[src/rtl/lspc_pkg.sv]
// Shared types and constants of the linear sieve prime counter.
// Used by lspc_ctrl, lspc_datapath and the top level; depends on nothing.
`default_nettype none

package lspc_pkg;

    localparam int LIMIT_W  = 17;
    localparam int COUNT_W  = 16;
    localparam int FOUND_W  = 15;
    localparam int STATUS_W = 2;
    localparam int PROD_W   = 2 * LIMIT_W;

    localparam logic [LIMIT_W-1:0] LIMIT_RESET = 17'd100000;

    localparam logic [STATUS_W-1:0] STAT_OK      = 2'd0;
    localparam logic [STATUS_W-1:0] STAT_RANGE   = 2'd1;
    localparam logic [STATUS_W-1:0] STAT_UNBUILT = 2'd2;

    // Micro-operations issued by the controller, one per cycle.
    typedef enum logic [4:0] {
        OP_NOP,
        OP_LOAD,
        OP_CLR,
        OP_SV_INIT,
        OP_SV_RD,
        OP_SV_CHK,
        OP_IN_RD,
        OP_IN_MUL,
        OP_IN_CHK,
        OP_NEXT_I,
        OP_CNT_INIT,
        OP_CNT_RD,
        OP_CNT_WR,
        OP_BUILD_END,
        OP_Q_CHK,
        OP_Q_LO,
        OP_Q_END
    } dp_op_t;

    typedef struct packed {
        dp_op_t op;
        logic   out_load;
    } cmd_t;

    typedef struct packed {
        logic lim_lt2;
        logic i_at_lim;
        logic j_at_listed;
        logic inner_stop;
        logic query_ok;
    } stat_t;

endpackage

`default_nettype wire

[src/rtl/lspc_ctrl.sv]
// Controller of the prime counter: sequences build and query operations and
// owns the request handshakes. Depends on lspc_pkg; drives lspc_datapath.
`default_nettype none

module lspc_ctrl
    import lspc_pkg::*;
(
    input  wire logic  aclk,
    input  wire logic  aresetn,
    input  wire logic  s_tvalid,
    input  wire logic  s_mode,
    output logic       s_tready,
    output logic       m_tvalid,
    input  wire logic  m_tready,
    input  wire stat_t stat,
    output cmd_t       cmd
);

    typedef enum logic [4:0] {
        ST_IDLE,
        ST_CLR,
        ST_SV_INIT,
        ST_SV_RD,
        ST_SV_CHK,
        ST_IN_RD,
        ST_IN_MUL,
        ST_IN_CHK,
        ST_NEXT_I,
        ST_CNT_INIT,
        ST_CNT_RD,
        ST_CNT_WR,
        ST_BUILD_END,
        ST_Q_CHK,
        ST_Q_LO,
        ST_Q_END,
        ST_DONE
    } state_t;

    state_t state_reg, state_next;
    logic   m_tvalid_reg, m_tvalid_next;
    logic   accept;
    logic   out_free;

    assign s_tready = (state_reg == ST_IDLE);
    assign m_tvalid = m_tvalid_reg;
    assign accept   = s_tvalid && s_tready;
    assign out_free = !m_tvalid_reg || m_tready;

    always_comb begin
        state_next   = state_reg;
        cmd.op       = OP_NOP;
        cmd.out_load = 1'b0;
        case (state_reg)
            ST_IDLE: begin
                if (accept) begin
                    cmd.op     = OP_LOAD;
                    state_next = s_mode ? ST_Q_CHK : ST_CLR;
                end
            end
            ST_CLR: begin
                cmd.op     = OP_CLR;
                state_next = stat.i_at_lim ? ST_SV_INIT : ST_CLR;
            end
            ST_SV_INIT: begin
                cmd.op     = OP_SV_INIT;
                state_next = stat.lim_lt2 ? ST_CNT_INIT : ST_SV_RD;
            end
            ST_SV_RD: begin
                cmd.op     = OP_SV_RD;
                state_next = ST_SV_CHK;
            end
            ST_SV_CHK: begin
                cmd.op     = OP_SV_CHK;
                state_next = ST_IN_RD;
            end
            ST_IN_RD: begin
                cmd.op     = OP_IN_RD;
                state_next = stat.j_at_listed ? ST_NEXT_I : ST_IN_MUL;
            end
            ST_IN_MUL: begin
                cmd.op     = OP_IN_MUL;
                state_next = ST_IN_CHK;
            end
            ST_IN_CHK: begin
                cmd.op     = OP_IN_CHK;
                state_next = stat.inner_stop ? ST_NEXT_I : ST_IN_RD;
            end
            ST_NEXT_I: begin
                cmd.op     = OP_NEXT_I;
                state_next = stat.i_at_lim ? ST_CNT_INIT : ST_SV_RD;
            end
            ST_CNT_INIT: begin
                cmd.op     = OP_CNT_INIT;
                state_next = ST_CNT_RD;
            end
            ST_CNT_RD: begin
                cmd.op     = OP_CNT_RD;
                state_next = ST_CNT_WR;
            end
            ST_CNT_WR: begin
                cmd.op     = OP_CNT_WR;
                state_next = stat.i_at_lim ? ST_BUILD_END : ST_CNT_RD;
            end
            ST_BUILD_END: begin
                cmd.op     = OP_BUILD_END;
                state_next = ST_DONE;
            end
            ST_Q_CHK: begin
                cmd.op     = OP_Q_CHK;
                state_next = stat.query_ok ? ST_Q_LO : ST_DONE;
            end
            ST_Q_LO: begin
                cmd.op     = OP_Q_LO;
                state_next = ST_Q_END;
            end
            ST_Q_END: begin
                cmd.op     = OP_Q_END;
                state_next = ST_DONE;
            end
            ST_DONE: begin
                if (out_free) begin
                    cmd.out_load = 1'b1;
                    state_next   = ST_IDLE;
                end
            end
            default: begin
                state_next = ST_IDLE;
            end
        endcase
    end

    always_comb begin
        m_tvalid_next = m_tvalid_reg;
        if (m_tready) begin
            m_tvalid_next = 1'b0;
        end
        if (cmd.out_load) begin
            m_tvalid_next = 1'b1;
        end
    end

    always_ff @(posedge aclk) begin
        if (!aresetn) begin
            state_reg    <= ST_IDLE;
            m_tvalid_reg <= 1'b0;
        end else begin
            state_reg    <= state_next;
            m_tvalid_reg <= m_tvalid_next;
        end
    end

    a_load_when_free: assert property (@(posedge aclk) disable iff (!aresetn)
        cmd.out_load |-> (!m_tvalid_reg || m_tready))
        else $error("result register overwritten while its request is pending");

    a_one_at_a_time: assert property (@(posedge aclk) disable iff (!aresetn)
        accept |=> !s_tready)
        else $error("second request taken while one is still at work");

    a_valid_from_done: assert property (@(posedge aclk) disable iff (!aresetn)
        $rose(m_tvalid_reg) |-> $past(state_reg == ST_DONE))
        else $error("result raised outside the completion state");

endmodule

`default_nettype wire

[config.mk]
export PLATFORM = sky130hd
export DESIGN_NAME = lspc_ctrl
export DESIGN_NICKNAME = d
export VERILOG_FILES = /design/src/rtl/lspc_pkg.sv /design/src/rtl/lspc_ctrl.sv
export SDC_FILE = /design/constraint.sdc
export NUM_CORES = 1
export LEC_CHECK = 0
export BUFFER_PORTS_ARGS = -buffer_cell sky130_fd_sc_hd__buf_2
export CELL_PAD_IN_SITES_DETAIL_PLACEMENT = 0
export CELL_PAD_IN_SITES_GLOBAL_PLACEMENT = 1
export CORE_ASPECT_RATIO = 0.9
export CORE_MARGIN = 2
export CORE_UTILIZATION = 25
export DETAILED_ROUTE_END_ITERATION = 8
export GPL_TIMING_DRIVEN = 0
export PLACE_DENSITY_LB_ADDON = 0.1
export SLEW_MARGIN = 30
export SYNTH_ARGS = -nofsm -noshare
export SYNTH_HDL_FRONTEND = slang
export SYNTH_SLANG_ARGS = --single-unit
[constraint.sdc]
create_clock -name aclk -period 1.5 [get_ports aclk]
set_input_delay 0.15 -clock aclk [delete_from_list [all_inputs] [get_ports aclk]]
set_output_delay 0.15 -clock aclk [all_outputs]
set_load 0.1 [all_outputs]
### Word-level counts from Yosys, hierarchy flattened

Index checks and enable logic that the tools add are counted.

| storage, ports and cells | value |
|---|---|
| bits in read-only memories | 0 |
| register bits after elaboration | 6 |
| latch bits | 0 |
| word-level logic and storage cells | 44 |
| memories kept | 0 |
| output and inout port bits | 8 |
| memory bits (writable) | 0 |
| input bits | 10 |

| cells by class | value |
|---|---|
| $lt $le $gt $ge | 0 |
| eq/ne operators | 18 |
| multiplexer cells | 17 |
| div/mod/pow operators | 0 |
| reduce and logical (&&, ||, !) cells | 7 |
| shift-type cells | 0 |
| add/subtract/negate cells | 0 |
| bitwise operators | 0 |
| $mul | 0 |

Operators with widths:

| cell | count |
|---|---|
| 5-bit case mux with 16 select lines | 2 |
| 5-bit by 4-bit == test with 1-bit output (second input constant) | 8 |
| 5-bit by 3-bit == test with 1-bit output (second input constant) | 4 |
| 4-bit 2-to-1 mux | 5 |
| 5-bit 2-to-1 mux | 3 |
| 5-bit by 2-bit == test with 1-bit output (second input constant) | 2 |
| 5-bit by 1-bit == test with 1-bit output (second input constant) | 1 |
| 5-bit == test (second input constant) | 1 |
| 5-bit zero test | 1 |
| 1-bit 2-to-1 mux | 5 |
| 3-bit 2-to-1 mux | 1 |
| 2-bit 2-to-1 mux | 1 |
| 2-bit by 1-bit != test with 1-bit output (second input constant) | 1 |
| 2-bit != test (second input constant) | 1 |
| 2-bit AND reduction | 1 |
| 2-bit nonzero test | 1 |
| 2-bit OR reduction | 1 |
| 1-bit logical AND | 1 |
| 1-bit zero test | 1 |
| 1-bit logical OR | 1 |

### Longest topological paths before layout

| logic depth | value |
|---|---|
| depth in word-level cells | 5 |
| mapped depth | 5 |
| mapped depth without buffers | 4 |

### Worst setup path after synthesis

Ideal clock, no wire load.

| timing | value |
|---|---|
| kind | flip-flop to output port |
| start | register state_reg[3] |
| end | output port cmd[1] (netlist name) |
| required time | 1350 ps |
| data arrival time | 2759 ps |
| path buffers | 1 |
| cell stages (with the launch flop) | 4 |
| path slack | -1409 ps |
| path through | dfxtp_1 -> clkbuf_1 -> nor4_1 -> nor3_1 |

RTL lines:

| what | RTL line | source |
|---|---|---|
| from (decl) | lspc_ctrl.sv:39 | `state_t state_reg, state_next;` |
| from (signal assigned) | lspc_ctrl.sv:147 | `state_reg <= state_next;` |
| to (decl) | lspc_ctrl.sv:16 | `output cmd_t cmd` |

==> impl_metrics.py <==
metrics = {
    "outcome": {
        "status": "finished with violations",
        "violations": "setup timing",
    },
    "layout": {
        "antennaDiodeCount": 0,
        "syn2layout_area_growth_pct": 84.2,
        "final_cells": 125,
        "fin_nets": 112,
        "drive_gt1_share_pct": 54.0,
        "largest_reg_flops": 5,
    },
    "sta": {
        "fin_crit_sh_pct": 117,
        "slew_viol_final": 0,
        "max-slew-margin-rel_pct": 67.8,
        "period_needed_ns": 1.75,
        "hold-worst-slack_ns": 0.182,
        "setup_violations": 7,
        "fin_worst_skew_ns": 0.00968,
        "worstMarginPinSlew_ns": 0.487,
        "fmax_mhz": 570,
        "hold_violations": 0,
        "fin_ws_ns": -0.253,
        "rsz0062_at_grt": "yes",
    },
    "grt": {
        "grt_max_degree": 11,
        "grt_first_pass_wirelength_um": 2770,
        "grt_pass1_vias": 616,
        "gr-total-overflow": 0,
        "grt_usage_pct": 15.4,
        "antenna_found_initial": 0,
    },
    "logic_synthesis": {
        "muxShareOfSynthArea_pct": 0,
        "synth_area_leaders": "dfxtp_1, a21oi_1, nor2_1",
        "synth_top_family_by_area": "simple AND/OR/NAND/NOR gates",
        "synth-edff-count": 0,
        "ys_warn_count": 0,
        "synth_top_area_share_pct": 22.3,
        "synth_most_common_cell": "a21oi_1",
        "ys_types": 33,
        "synth_fa_ha_area_share_pct": 0,
        "synth_compound_area_share_pct": 27.0,
        "syn_area_um2": 538,
        "synthFlopType": "dfxtp_1",
        "avgSynthCellArea_um2": 7.27,
        "synth-seq-cells": 6,
        "synthXorXnorAreaFrac_pct": 4.88,
        "async_flop_share_pct": 0,
        "syn_nets": 84,
        "ys_seq_area_share_pct": 22.3,
        "synth-simple-area-share_pct": 37.2,
        "synth_top_cell_by_area": "dfxtp_1",
        "synth_common_cells": "a21oi_1, nor2_1, dfxtp_1",
        "syn_inst": 74,
    },
    "detailed_routing": {
        "vias": 642,
        "ant_nets": 0,
        "drc_errors": 0,
        "firstDrtPassIters": 4,
        "routedWlPerCell_um": 14.5,
        "vias_per_cell": 5.14,
        "drt_iter0_drc": 11,
        "drt-total-wl_um": 1820,
    },
    "clock_tree": {
        "cts_tree": "done",
        "clk_pin_slew_ns": 0.05,
        "cts_buffers": 3,
        "root_buffer": "clkbuf_4",
        "clk_latency_ns": 0.25,
        "holdBufCountCts": 0,
        "h-tree-depth": 1,
        "clock_path_buffers": 2,
        "cts_sinks": 6,
    },
    "worst_setup_path": {
        "worst-setup-path-type": "reg2out",
        "path_cells": "or4_4 -> nor3_2 -> buf_6 -> buf_12",
        "worst_ep_arrival_time_ns": 1.60,
        "cpPeakStageDelay_ns": 0.55,
        "required_ns": 1.35,
        "cp_num_buf_inv": 2,
        "start_kind": "flop",
        "crit_path_start": "state_reg[2]$_SDFFE_PN0P_",
        "cp_max_fo": 4,
        "crit_path_top_delay_cell": "or4_4",
        "cpLargestDelayFamily": "simple AND/OR/NAND/NOR gates",
        "cp-end-kind": "primary output",
        "reg2reg_from": "state_reg[2]$_SDFFE_PN0P_",
    },
    "die": {
        "die_y_um": 48.0,
        "ios": 18,
        "core_area_um2": 1970,
        "die_area_um2": 2540,
        "rows": 15,
        "start_util_pct": 27.3,
        "fp.dieW_um": 52.9,
    },
    "place": {
        "place.port_buffers": 17,
        "globalplace.congestion": 0.819,
        "placedCellCount": 116,
        "dp_slack_ns": -0.314,
        "place_hpwl_um": 1190,
    },
    "hold_path": {
        "hp-start": "aresetn",
        "min_path_type": "in2reg",
    },
    "flow_run": {
        "drv_cap": 0,
    },
}
[final cells by class]
cell class / instances / area (µm²)
well taps: 25 / 31.3
flip-flops and latches: 6 / 135
inverters: 4 / 15.0
clock buffers: 3 / 22.5
multi-input cells: 58 / 473
repair buffers: 23 / 238
fillers: 200 / 980
plain buffers: 6 / 76.3
[per-stage QoR]
step / area (µm²) / util [%] / TNS, ns
2_1_floorplan: 597 / - / -0.575
4_1_cts: 888 / 45.1 / -0.839
3_3_place_gp: 713 / 36.2 / -0.939
6_report: 991 / 50.3 / -0.767
3_5_place_dp: 713 / 36.2 / -0.728
5_1_grt: 991 / 50.3 / -1.17
[cell usage in the layout (no fill, tap or decap), drive strengths merged]
cell type  synthesis  layout
buf                5      29
o21bai             1       1
nand2b             3       3
nand2              3       3
xor2               2       2
o21a               1       1
nor2               8       8
or4b               1       1
inv                4       4
nor2b              3       3
and4               1       1
a41oi              1       1
nand4              1       1
a32oi              1       1
or3                3       3
o211ai             2       2
o31a               1       1
a21oi              9       9
a21boi             1       1
clkbuf             1       3
nor3               4       4
dfxtp              6       6
xnor2              1       1
or4                1       1
a211oi             1       1
nor4               2       2
or2b               1       1
a311oi             1       1
nand4b             1       1
nand3              2       2
a31oi              2       2
[layer usage]
| metal | wire length [µm] | global-route usage (%) | vias up |
|---|---|---|---|
| met1 | 837 | 19.9 | 304 |
| met4 | 0 | 3.08 | 0 |
| met2 | 901 | 25.3 | 16 |
| met3 | 77 | 5.31 | 0 |
| met5 | 0 | 0 | - |
| li1 | - | - | 322 |
[kinds of logic (layout without fill, tap and decap cells)]
kind of cell,Yosys count,count (layout)
xor+xnor,3,3
simple gates,34,34
flops,6,6
compound gates,21,21
buf+inv,10,36
[final timing paths]
path / to / cells past startpoint / slack, ns
max: cmd[0] / 4 / -0.25
min: state_reg[1]$_SDFFE_PN0P_ / 2 / 0.18
max reg2reg: state_reg[3]$_SDFFE_PN0P_ / 6 / -0.09
min reg2reg: state_reg[4]$_SDFFE_PN0P_ / 3 / 0.66
[repair_timing]
item,CTS,global route
pin swaps,1,4
endpoints found under the setup margin,8,10
gates resized for setup,33,26
buffers inserted,4,2
Power is not shown: default switching activity piles up to over one toggle a cycle in this logic, so the estimate is an artifact.
